===== src/rtl/i2cram_pkg.sv =====
package i2cram_pkg;

    // Bus sequencer phases, one-hot.
    typedef enum logic [15:0] {
        PH_IDLE = 16'b0000_0000_0000_0001,
        PH_ST0  = 16'b0000_0000_0000_0010,
        PH_ST1  = 16'b0000_0000_0000_0100,
        PH_ST2  = 16'b0000_0000_0000_1000,
        PH_RS   = 16'b0000_0000_0001_0000,
        PH_TXL  = 16'b0000_0000_0010_0000,
        PH_TXH  = 16'b0000_0000_0100_0000,
        PH_AKL  = 16'b0000_0000_1000_0000,
        PH_AKH  = 16'b0000_0001_0000_0000,
        PH_RXL  = 16'b0000_0010_0000_0000,
        PH_RXH  = 16'b0000_0100_0000_0000,
        PH_MAL  = 16'b0000_1000_0000_0000,
        PH_MAH  = 16'b0001_0000_0000_0000,
        PH_SP0  = 16'b0010_0000_0000_0000,
        PH_SP1  = 16'b0100_0000_0000_0000,
        PH_SP2  = 16'b1000_0000_0000_0000
    } t_phase;

    // Request operation codes.
    typedef enum logic [1:0] {
        OP_TICK  = 2'd0,
        OP_WRITE = 2'd1,
        OP_READ  = 2'd2,
        OP_NOP   = 2'd3
    } t_op;

    // Which byte of the transaction the sequencer is on.
    typedef enum logic [1:0] {
        STG_ADDR = 2'd0,
        STG_REG  = 2'd1,
        STG_DATA = 2'd2,
        STG_RSVD = 2'd3
    } t_stage;

    localparam logic [7:0] ACK_TIMEOUT_RESET = 8'd250;
    localparam int         IN_DATA_W         = 32;
    localparam int         OUT_DATA_W        = 16;

endpackage


===== src/rtl/i2c_register_access_master.sv =====
// Channel   | Direction | Signals                         | Contents
// ----------+-----------+---------------------------------+---------------------------------
// s_axis    | in        | tvalid, tready, tdata, tuser    | one bus tick: SDA sample, command
// m_axis    | out       | tvalid, tready, tdata, tlast    | SCL/SDA drive, read byte, status
// cfg       | in        | i_cfg_wr_en, i_cfg_wr_data      | ACK timeout in ticks
//
// Every request is one bus tick; one request is accepted per clock cycle unless
// the input side stalls. A request passes through an input register, then the
// sequencer step and the result register, loaded once the result side has room.
// Reset is synchronous, active low, and returns the sequencer to the idle bus.
// A stalled result holds its register; the input side stalls only once both
// the input register and the result register are occupied.
module i2c_register_access_master_core (
    input  logic        i_clk,
    input  logic        i_rst_n,
    // Input requests
    input  logic        i_s_axis_tvalid,
    output logic        o_s_axis_tready,
    // [6:0] device_address, [14:7] register_address, [22:15] write_data,
    // [30:23] read_count, [31] sda_sample
    input  logic [31:0] i_s_axis_tdata,
    // [1:0] operation
    input  logic [1:0]  i_s_axis_tuser,
    // Result requests
    output logic        o_m_axis_tvalid,
    input  logic        i_m_axis_tready,
    // [0] scl_level, [1] sda_level, [2] sda_drive_enable, [10:3] read_byte,
    // [11] read_valid, [12] busy_res, [13] done_res, [14] ack_error, [15] zero
    output logic [15:0] o_m_axis_tdata,
    // last_byte
    output logic        o_m_axis_tlast,
    // Configuration
    input  logic        i_cfg_wr_en,
    input  logic [7:0]  i_cfg_wr_data
);

    // Input register
    logic                                r_in_valid;
    logic [1:0]                          r_in_op;
    logic [i2cram_pkg::IN_DATA_W-1:0]    r_in_data;

    // Result register
    logic                                r_out_valid;
    logic [i2cram_pkg::OUT_DATA_W-1:0]   r_out_data;
    logic                                r_out_last;

    // Sequencer state
    i2cram_pkg::t_phase r_phase, n_phase, eff_phase;
    i2cram_pkg::t_stage r_stage, n_stage;
    logic [2:0] r_bit, n_bit;
    logic [7:0] r_shift, n_shift;
    logic [7:0] r_left, n_left;
    logic [7:0] r_wait, n_wait;
    logic [6:0] r_dev, n_dev;
    logic [7:0] r_reg, n_reg;
    logic [7:0] r_data, n_data;
    logic       r_is_read, n_is_read;
    logic       r_abort, n_abort;
    logic [7:0] r_ack_timeout;

    // Step outputs
    logic       s_scl, s_sda, s_de, s_rv, s_last, s_busy, s_done, s_err;
    logic [7:0] s_rb;

    // Input fields
    logic [6:0] in_dev;
    logic [7:0] in_reg, in_wdata, in_count;
    logic       in_sda, in_cmd;

    logic step;

    assign step            = r_in_valid && (!r_out_valid || i_m_axis_tready);
    assign o_s_axis_tready = !r_in_valid || step;

    assign in_dev   = r_in_data[6:0];
    assign in_reg   = r_in_data[14:7];
    assign in_wdata = r_in_data[22:15];
    assign in_count = r_in_data[30:23];
    assign in_sda   = r_in_data[31];
    assign in_cmd   = (r_in_op == i2cram_pkg::OP_WRITE) || (r_in_op == i2cram_pkg::OP_READ);

    // One bus tick of the sequencer.
    always_comb begin
        n_phase   = r_phase;
        n_stage   = r_stage;
        n_bit     = r_bit;
        n_shift   = r_shift;
        n_left    = r_left;
        n_wait    = r_wait;
        n_dev     = r_dev;
        n_reg     = r_reg;
        n_data    = r_data;
        n_is_read = r_is_read;
        n_abort   = r_abort;
        s_scl     = 1'b1;
        s_sda     = 1'b1;
        s_de      = 1'b1;
        s_rb      = 8'd0;
        s_rv      = 1'b0;
        s_last    = 1'b0;
        s_busy    = 1'b1;
        s_done    = 1'b0;
        s_err     = 1'b0;
        eff_phase = r_phase;

        // A command seen on an idle bus starts the transaction on this tick.
        if (r_phase == i2cram_pkg::PH_IDLE && in_cmd) begin
            n_dev     = in_dev;
            n_reg     = in_reg;
            n_data    = in_wdata;
            n_left    = (in_count == 8'd0) ? 8'd1 : in_count;
            n_is_read = (r_in_op == i2cram_pkg::OP_READ);
            n_stage   = i2cram_pkg::STG_ADDR;
            n_abort   = 1'b0;
            n_wait    = 8'd0;
            n_bit     = 3'd0;
            n_shift   = 8'd0;
            eff_phase = i2cram_pkg::PH_ST0;
        end

        case (eff_phase)
            i2cram_pkg::PH_IDLE: begin
                s_busy = 1'b0;
            end
            i2cram_pkg::PH_ST0: begin
                n_phase = i2cram_pkg::PH_ST1;
            end
            i2cram_pkg::PH_ST1: begin
                s_sda   = 1'b0;
                n_phase = i2cram_pkg::PH_ST2;
            end
            i2cram_pkg::PH_ST2: begin
                s_scl   = 1'b0;
                s_sda   = 1'b0;
                n_shift = {r_dev, (r_stage != i2cram_pkg::STG_ADDR)};
                n_bit   = 3'd0;
                n_phase = i2cram_pkg::PH_TXL;
            end
            i2cram_pkg::PH_RS: begin
                s_scl   = 1'b0;
                n_phase = i2cram_pkg::PH_ST0;
            end
            i2cram_pkg::PH_TXL: begin
                s_scl   = 1'b0;
                s_sda   = r_shift[7];
                n_phase = i2cram_pkg::PH_TXH;
            end
            i2cram_pkg::PH_TXH: begin
                s_sda   = r_shift[7];
                n_shift = {r_shift[6:0], 1'b0};
                if (r_bit == 3'd7) begin
                    n_bit   = 3'd0;
                    n_wait  = 8'd0;
                    n_phase = i2cram_pkg::PH_AKL;
                end else begin
                    n_bit   = r_bit + 3'd1;
                    n_phase = i2cram_pkg::PH_TXL;
                end
            end
            i2cram_pkg::PH_AKL: begin
                s_scl   = 1'b0;
                s_sda   = 1'b0;
                s_de    = 1'b0;
                n_phase = i2cram_pkg::PH_AKH;
            end
            i2cram_pkg::PH_AKH: begin
                s_sda = 1'b0;
                s_de  = 1'b0;
                if (in_sda) begin
                    // No ACK yet: keep waiting until the timeout, then stop.
                    if (r_wait >= r_ack_timeout) begin
                        n_abort = 1'b1;
                        n_phase = i2cram_pkg::PH_SP0;
                    end else begin
                        n_wait = r_wait + 8'd1;
                    end
                end else if (r_stage == i2cram_pkg::STG_ADDR) begin
                    n_stage = i2cram_pkg::STG_REG;
                    n_shift = r_reg;
                    n_bit   = 3'd0;
                    n_phase = i2cram_pkg::PH_TXL;
                end else if (r_stage == i2cram_pkg::STG_REG) begin
                    n_stage = i2cram_pkg::STG_DATA;
                    if (r_is_read) begin
                        n_phase = i2cram_pkg::PH_RS;
                    end else begin
                        n_shift = r_data;
                        n_bit   = 3'd0;
                        n_phase = i2cram_pkg::PH_TXL;
                    end
                end else if (r_is_read) begin
                    n_bit   = 3'd0;
                    n_shift = 8'd0;
                    n_phase = i2cram_pkg::PH_RXL;
                end else begin
                    n_phase = i2cram_pkg::PH_SP0;
                end
            end
            i2cram_pkg::PH_RXL: begin
                s_scl   = 1'b0;
                s_sda   = 1'b0;
                s_de    = 1'b0;
                n_phase = i2cram_pkg::PH_RXH;
            end
            i2cram_pkg::PH_RXH: begin
                s_sda   = 1'b0;
                s_de    = 1'b0;
                n_shift = {r_shift[6:0], in_sda};
                if (r_bit == 3'd7) begin
                    s_rv    = 1'b1;
                    s_rb    = n_shift;
                    s_last  = (r_left <= 8'd1);
                    n_bit   = 3'd0;
                    n_phase = i2cram_pkg::PH_MAL;
                end else begin
                    n_bit   = r_bit + 3'd1;
                    n_phase = i2cram_pkg::PH_RXL;
                end
            end
            i2cram_pkg::PH_MAL: begin
                // ACK every byte but the last, which gets a NACK.
                s_scl   = 1'b0;
                s_sda   = (r_left <= 8'd1);
                n_phase = i2cram_pkg::PH_MAH;
            end
            i2cram_pkg::PH_MAH: begin
                s_sda = (r_left <= 8'd1);
                if (r_left > 8'd1) begin
                    n_left  = r_left - 8'd1;
                    n_bit   = 3'd0;
                    n_shift = 8'd0;
                    n_phase = i2cram_pkg::PH_RXL;
                end else begin
                    n_phase = i2cram_pkg::PH_SP0;
                end
            end
            i2cram_pkg::PH_SP0: begin
                s_scl   = 1'b0;
                s_sda   = 1'b0;
                n_phase = i2cram_pkg::PH_SP1;
            end
            i2cram_pkg::PH_SP1: begin
                s_sda   = 1'b0;
                n_phase = i2cram_pkg::PH_SP2;
            end
            i2cram_pkg::PH_SP2: begin
                s_done  = 1'b1;
                s_busy  = 1'b0;
                s_err   = r_abort;
                n_abort = 1'b0;
                n_phase = i2cram_pkg::PH_IDLE;
            end
            default: begin
                s_busy  = 1'b0;
                n_phase = i2cram_pkg::PH_IDLE;
            end
        endcase
    end

    // Configuration register.
    always_ff @(posedge i_clk) begin
        if (!i_rst_n) begin
            r_ack_timeout <= i2cram_pkg::ACK_TIMEOUT_RESET;
        end else if (i_cfg_wr_en) begin
            r_ack_timeout <= i_cfg_wr_data;
        end
    end

    // Input register.
    always_ff @(posedge i_clk) begin
        if (!i_rst_n) begin
            r_in_valid <= 1'b0;
        end else if (o_s_axis_tready) begin
            r_in_valid <= i_s_axis_tvalid;
        end
    end

    always_ff @(posedge i_clk) begin
        if (o_s_axis_tready && i_s_axis_tvalid) begin
            r_in_op   <= i_s_axis_tuser;
            r_in_data <= i_s_axis_tdata;
        end
    end

    // Sequencer state advances once per processed tick.
    always_ff @(posedge i_clk) begin
        if (!i_rst_n) begin
            r_phase   <= i2cram_pkg::PH_IDLE;
            r_stage   <= i2cram_pkg::STG_ADDR;
            r_bit     <= 3'd0;
            r_shift   <= 8'd0;
            r_left    <= 8'd0;
            r_wait    <= 8'd0;
            r_dev     <= 7'd0;
            r_reg     <= 8'd0;
            r_data    <= 8'd0;
            r_is_read <= 1'b0;
            r_abort   <= 1'b0;
        end else if (step) begin
            r_phase   <= n_phase;
            r_stage   <= n_stage;
            r_bit     <= n_bit;
            r_shift   <= n_shift;
            r_left    <= n_left;
            r_wait    <= n_wait;
            r_dev     <= n_dev;
            r_reg     <= n_reg;
            r_data    <= n_data;
            r_is_read <= n_is_read;
            r_abort   <= n_abort;
        end
    end

    // Result register.
    always_ff @(posedge i_clk) begin
        if (!i_rst_n) begin
            r_out_valid <= 1'b0;
        end else if (step) begin
            r_out_valid <= 1'b1;
        end else if (i_m_axis_tready) begin
            r_out_valid <= 1'b0;
        end
    end

    always_ff @(posedge i_clk) begin
        if (step) begin
            r_out_data <= {1'b0, s_err, s_done, s_busy, s_rv, s_rb, s_de, s_sda, s_scl};
            r_out_last <= s_last;
        end
    end

    assign o_m_axis_tvalid = r_out_valid;
    assign o_m_axis_tdata  = r_out_data;
    assign o_m_axis_tlast  = r_out_last;

    // The tick after the final stop tick finds the bus idle.
    a_stop_to_idle: assert property (@(posedge i_clk) disable iff (!i_rst_n)
        (step && r_phase == i2cram_pkg::PH_SP2) |=> (r_phase == i2cram_pkg::PH_IDLE))
        else $error("sequencer did not return to idle after stop");

    // An ACK error is only reported together with the end of a transaction.
    a_err_with_done: assert property (@(posedge i_clk) disable iff (!i_rst_n)
        (r_out_valid && r_out_data[14]) |-> (r_out_data[13] && !r_out_data[12]))
        else $error("ack error without done");

    // An idle tick without a command reports not busy.
    a_idle_not_busy: assert property (@(posedge i_clk) disable iff (!i_rst_n)
        (step && r_phase == i2cram_pkg::PH_IDLE && !in_cmd) |=> !r_out_data[12])
        else $error("busy reported on an idle tick");

    // The byte stage never reaches the unused code.
    a_stage_range: assert property (@(posedge i_clk) disable iff (!i_rst_n)
        r_stage != i2cram_pkg::STG_RSVD)
        else $error("byte stage out of range");

endmodule


===== config.mk =====
export PLATFORM = sky130hd
export DESIGN_NAME = i2c_register_access_master_core
export DESIGN_NICKNAME = d
export VERILOG_FILES = /design/src/rtl/i2cram_pkg.sv /design/src/rtl/i2c_register_access_master.sv
export SDC_FILE = /design/constraint.sdc
export NUM_CORES = 1
export LEC_CHECK = 0
export ABC_CLOCK_PERIOD_IN_PS = 2500
export BUFFER_PORTS_ARGS = -buffer_cell sky130_fd_sc_hd__buf_2
export CAP_MARGIN = 5
export CORE_UTILIZATION = 37
export DETAILED_ROUTE_END_ITERATION = 8
export PLACE_DENSITY_LB_ADDON = 0.2
export SYNTH_ARGS = -nofsm -noshare
export SYNTH_HDL_FRONTEND = slang
export SYNTH_SLANG_ARGS = --single-unit

===== constraint.sdc =====
create_clock -name i_clk -period 2.5 [get_ports i_clk]
set_input_delay 0.375 -clock i_clk [delete_from_list [all_inputs] [get_ports i_clk]]
set_output_delay 0.375 -clock i_clk [all_outputs]
set_load 0.05 [all_outputs]

# Yosys cells after proc, flatten, opt, wreduce, memory -nomap -nowiden
# Cells that the tools add are included.
# word_totals
out_inout_bits	19
rom_bits	0
latchBits	0
mem_bits_rw	0
regBits	130
memories	0
word_cells	126
inputBits	47
# classes
n_reduce_logical	22
multipliers	0
eq_ne	22
order_cmp	3
n_bitwise	1
n_shift	0
n_addsub	3
n_mux	54
div	0
# ops
operator	count
one-hot mux 16 bit (15 select lines)	1
2-to-1 mux 8 bit	16
2-to-1 mux 16 bit	5
one-hot mux 8 bit (5 select lines)	1
== test 16 x 1 -> 1 bit, second input constant	2
2-to-1 mux 14 bit	2
2-to-1 mux 3 bit	8
== test 16 x 10 -> 1 bit, second input constant	1
== test 16 x 11 -> 1 bit, second input constant	1
== test 16 x 12 -> 1 bit, second input constant	1
== test 16 x 13 -> 1 bit, second input constant	1
== test 16 x 14 -> 1 bit, second input constant	1
== test 16 x 15 -> 1 bit, second input constant	1
== test 16 bit, second input constant	1
== test 16 x 2 -> 1 bit, second input constant	1
== test 16 x 3 -> 1 bit, second input constant	1
== test 16 x 4 -> 1 bit, second input constant	1
== test 16 x 5 -> 1 bit, second input constant	1
== test 16 x 6 -> 1 bit, second input constant	1
== test 16 x 7 -> 1 bit, second input constant	1
== test 16 x 8 -> 1 bit, second input constant	1
== test 16 x 9 -> 1 bit, second input constant	1
one-hot mux 8 bit (2 select lines)	1
OR reduction 14 bit	1
other kinds (30)	53

# Longest topological paths before layout
# logic_depth
word_depth	9
mapped_depth	10
mapped_depth_nobuf	8

# Worst setup path after synthesis
# OpenSTA, ideal clock, no wires.
# synth_path
kind	flip-flop to flip-flop
startpoint	register r_out_valid, in the netlist o_m_axis_tvalid
endpoint	register r_in_data[0] (netlist name) (enable)
path_buffers	0
stages_incl_launch_ff	4
synth_period_minus_slack_ps	2376
setup_ps	394
path_slack_ps	124
required_time_ps	2106
t_arrival_ps	1982
path_cell_list	dfxtp_1 > nor2b_1 > nand2_1 > and2_1
# synth_between
elab_chain_cells	5
# synth_lines
element	line	rtl
start: declaration	i2c_register_access_master.sv:43	logic r_out_valid;
start signal: assignment	i2c_register_access_master.sv:317	r_out_valid <= 1'b0;
start signal: assignment	i2c_register_access_master.sv:319	r_out_valid <= 1'b1;
start signal: assignment	i2c_register_access_master.sv:321	r_out_valid <= 1'b0;
zero test 1 bit	i2c_register_access_master.sv:72	assign step = r_in_valid && (!r_out_valid || i_m_axis_tready);
logical OR 1 bit	i2c_register_access_master.sv:72	
logical AND 1 bit	i2c_register_access_master.sv:72	
logical OR 1 bit	i2c_register_access_master.sv:73	assign o_s_axis_tready = !r_in_valid || step;
via o_s_axis_tready	i2c_register_access_master.sv:18	output logic o_s_axis_tready,
logical AND 1 bit	i2c_register_access_master.sv:279	if (o_s_axis_tready && i_s_axis_tvalid) begin
end signal: assignment	i2c_register_access_master.sv:281	r_in_data <= i_s_axis_tdata;
end: declaration	i2c_register_access_master.sv:40	logic [i2cram_pkg::IN_DATA_W-1:0] r_in_data;
# The timed path passes the listed nets, and every way through them passes these cells.
# A chain may end at the register's enable or synchronous reset.

# Final worst setup path
# layout_path
startpoint	register r_phase[12]
endpoint	register r_shift[6]
# layout_between
elab_chain_cells	8
elab_cells_between_ends	16
cone_classes	6 x eq/ne; 9 x mux; 1 x reduce/logical
# layout_lines
element	line	rtl
start: declaration	i2c_register_access_master.sv:48	i2cram_pkg::t_phase r_phase, n_phase, eff_phase;
start signal: assignment	i2c_register_access_master.sv:288	r_phase <= i2cram_pkg::PH_IDLE;
start signal: assignment	i2c_register_access_master.sv:300	r_phase <= n_phase;
== test 16 x 1 -> 1 bit	i2c_register_access_master.sv:107	if (r_phase == i2cram_pkg::PH_IDLE && in_cmd) begin
logical AND 1 bit	i2c_register_access_master.sv:107	
2-to-1 mux 8 bit	i2c_register_access_master.sv:107	
2-to-1 mux 8 bit, on equally long branches	i2c_register_access_master.sv:191, i2c_register_access_master.sv:184	
2-to-1 mux 8 bit	i2c_register_access_master.sv:182	end else if (r_stage == i2cram_pkg::STG_REG) begin
2-to-1 mux 8 bit	i2c_register_access_master.sv:177	end else if (r_stage == i2cram_pkg::STG_ADDR) begin
2-to-1 mux 8 bit	i2c_register_access_master.sv:169	if (in_sda) begin
one-hot mux 8 bit (5 select lines) *	i2c_register_access_master.sv:121	case (eff_phase)
end signal: assignment	i2c_register_access_master.sv:303	r_shift <= n_shift;
end: declaration	i2c_register_access_master.sv:51	logic [7:0] r_shift, n_shift;
# Mark *: on every way between the ends. The rest lies on a longest branch, timed or not.

==> metrics.yaml <==
power:
  p_total_mw: 5.44
  leakage_nw: 2.93
  power_density_nw_per_um2: 684
  ir_drop_mv: 0.502
critical_path:
  worstPathMaxFanout: 6
  start_kind: "register"
  cp-end-kind: "register"
  r2r_cells: 7
  required_ns: 2.84
  crit_type: "register to register"
  cp.arrival_ns: 2.76
finish:
  synthToLayoutAreaGrowth_pct: 21.3
  top_register: "r_in_data"
  diodes: 0
  finalNetCount: 844
  largest_reg_flops: 32
  final_cell_area_sq_um: 7950
  drive_above_1_share_pct: 23.5
global_route:
  grt-ovfl-total: 0
  grtUsageTotal_pct: 20.4
  grt_busiest_layer: "met2"
  grt_max_degree: 41
  grt_pass1_wl_um: 28600
  antenna_found_initial: 0
  met3_usage_pct: 5.50
  use_met2_pct: 31.1
  first_global_vias: 5462
  grt_use_met1_pct: 26.9
floorplanning:
  ios: 66
  die_w_um: 135
  initial_core_util_pct: 37.9
  rows: 48
  die_area_sq_um: 18300
  fp.coreArea_sq_um: 17300
  dieHeight_um: 135
place:
  placement.io_buffers: 64
  place_area_sq_um: 7340
  place_ws_ns: 0.0680
  place.gp.congestion: 0.932
  dp_hpwl_um: 12700
route:
  routed_wirelength_um: 17700
  first_pass_iters: 6
  drtAntennaViolNets: 0
  drc_errors: 0
  first_iter_violations: 459
  vias_per_cell: 5.66
  wl_per_cell_um: 17.4
  dr_total_vias: 5782
timing:
  skew_ns: 0.00861
  final.setup.tns_ns: 0
  slew_headroom_pct: 56.5
  timing.final.ws_setup_ns: 0.0807
  rsz0062_at_grt: "true"
  period_needed_ns: 2.42
  hold_violations: 0
  fmax_mhz: 413
  timing.final.crit_share_pct: 96.8
  whs_ns: 0.120
  slew_violations: 0
  setup_viol: 0
  worst_slew_pin_slew_ns: 0.652
cts:
  numCtsBuffers: 17
  cts.sinks: 130
  cts_hold_buf: 0
  clk_latency_ns: 0.43
  root_buffer: "clkbuf_16"
  cts_tree: "done"
  path_clk_slew_ns: 0.06
  cts_max_level: 4
  clk_path_buf_depth: 2
run_status:
  status: "finished clean"
synth:
  synth_top_area_cell: "dfxtp_1"
  synth-edff-count: 50
  synthCells: 698
  synth_top_area_share_pct: 24.4
  synth.area.top_cells: "dfxtp_1 (24%), edfxtp_1 (23%), a21oi_1 (5.0%)"
  synth_most_common_cell: "nand2_1"
  synth_cell_types: 69
  synth_common_cells: "nand2_1 (84), dfxtp_1 (80), a21oi_1 (65)"
  synth-seq-area-share_pct: 47.3
  synth-async-reset-ratio_pct: 0
  ys_ff_latch: 130
  yosys_warnings: 0
  synth_nets: 759
  syn_avg_cell_area_sq_um: 9.40
  ys.flop_type: "dfxtp_1"
  syn_area_sq_um: 6560
run:
  max-cap-violations: 0
worst_hold_path:
  worstHoldPathType: "primary input to register"
  min_delay_path_depth: 1
[logic make-up (layout without fill, tap and decap cells)]
kind of cell / count (synthesis) / after routing / share of synthesized area (%)
other cells: 1 / 1 / 0.0572
flops: 130 / 130 / 47.3
buf+inv: 73 / 171 / 5.17
compound gates: 194 / 194 / 19.6
simple gates: 278 / 278 / 24.0
mux: 2 / 2 / 0.305
xor+xnor: 6 / 6 / 0.801
fa+ha+maj: 14 / 14 / 2.67
[area by class of cell]
cell class                      count  area [sq um]
Multi-Input combinational cell    495          3130
Tap cell                          225           282
Inverter                           21          78.8
Fill cell                        1667          9340
Clock buffer                       18           429
Clock inverter                     14           165
Sequential cell                   130          3100
Timing Repair Buffer              118           763
[report_power, final]
part / internal, mW / switching (mW) / total, mW / leakage, nW
Combinational: 0.207 / 0.360 / 0.567 / 1.53
Clock: 1.50 / 1.03 / 2.53 / 0.285
Sequential: 2.29 / 0.0528 / 2.34 / 1.12
[timing repair]
item	4_1_cts	5_1_grt
setup buffers	0	0
endpoints found under the setup margin	0	11
endpoints found under the hold margin	0	0
resized for setup	0	4
[worst max-delay path, stage by stage, from the launching register on]
cell and delay (ns):
dfxtp_1 0.46, buf_4 0.19, or4b_2 0.64, nor4_4 0.25
nand2_2 0.12, o311a_1 0.21, and2_4 0.23, a311oi_2 0.23
[per-layer routing]
metal / routed length [um] / up-vias
li1: - / 2774
met1: 8010 / 2689
met2: 7820 / 271
met3: 1420 / 48
met4: 493 / 0
met5: 0 / -
[cell usage in the layout, fill, tap and decap left out, drive strengths merged, types with 5 or more instances in the layout]
master  instances
dfxtp          80
nand3          22
a211oi          6
clkbuf         18
nor3           21
a21o            8
a21oi          65
o21ai          41
nor4           23
a311oi          8
nand4           7
a31oi          10
and2           16
nand2          85
inv            28
or3             7
ha             14
nand2b          6
or4            10
o211ai         13
buf           118
edfxtp         50
nor2b          13
and3            5
nor2           46
[stage by stage]
| stage | utilization [%] | std cells |
|---|---|---|
| 3_5_place_dp | 42.5 | 989 |
| 6_report | 46.0 | 1021 |
| 3_3_place_gp | 42.5 | 989 |
| 4_1_cts | 45.9 | 1021 |
| 5_1_grt | 46.0 | 1021 |
| 2_1_floorplan | - | 698 |
[final timing paths]
kind	startpoint	endpoint	slack (ns)
max reg2reg	r_phase[12]	r_shift[6]	0.08
min reg2reg	r_reg[5]	r_reg[5]	0.45
max	r_phase[12]	r_shift[6]	0.08
min	i_s_axis_tdata[21]	r_in_data[21]	0.12
No activity file was read; power rests on OpenSTA's default activity.
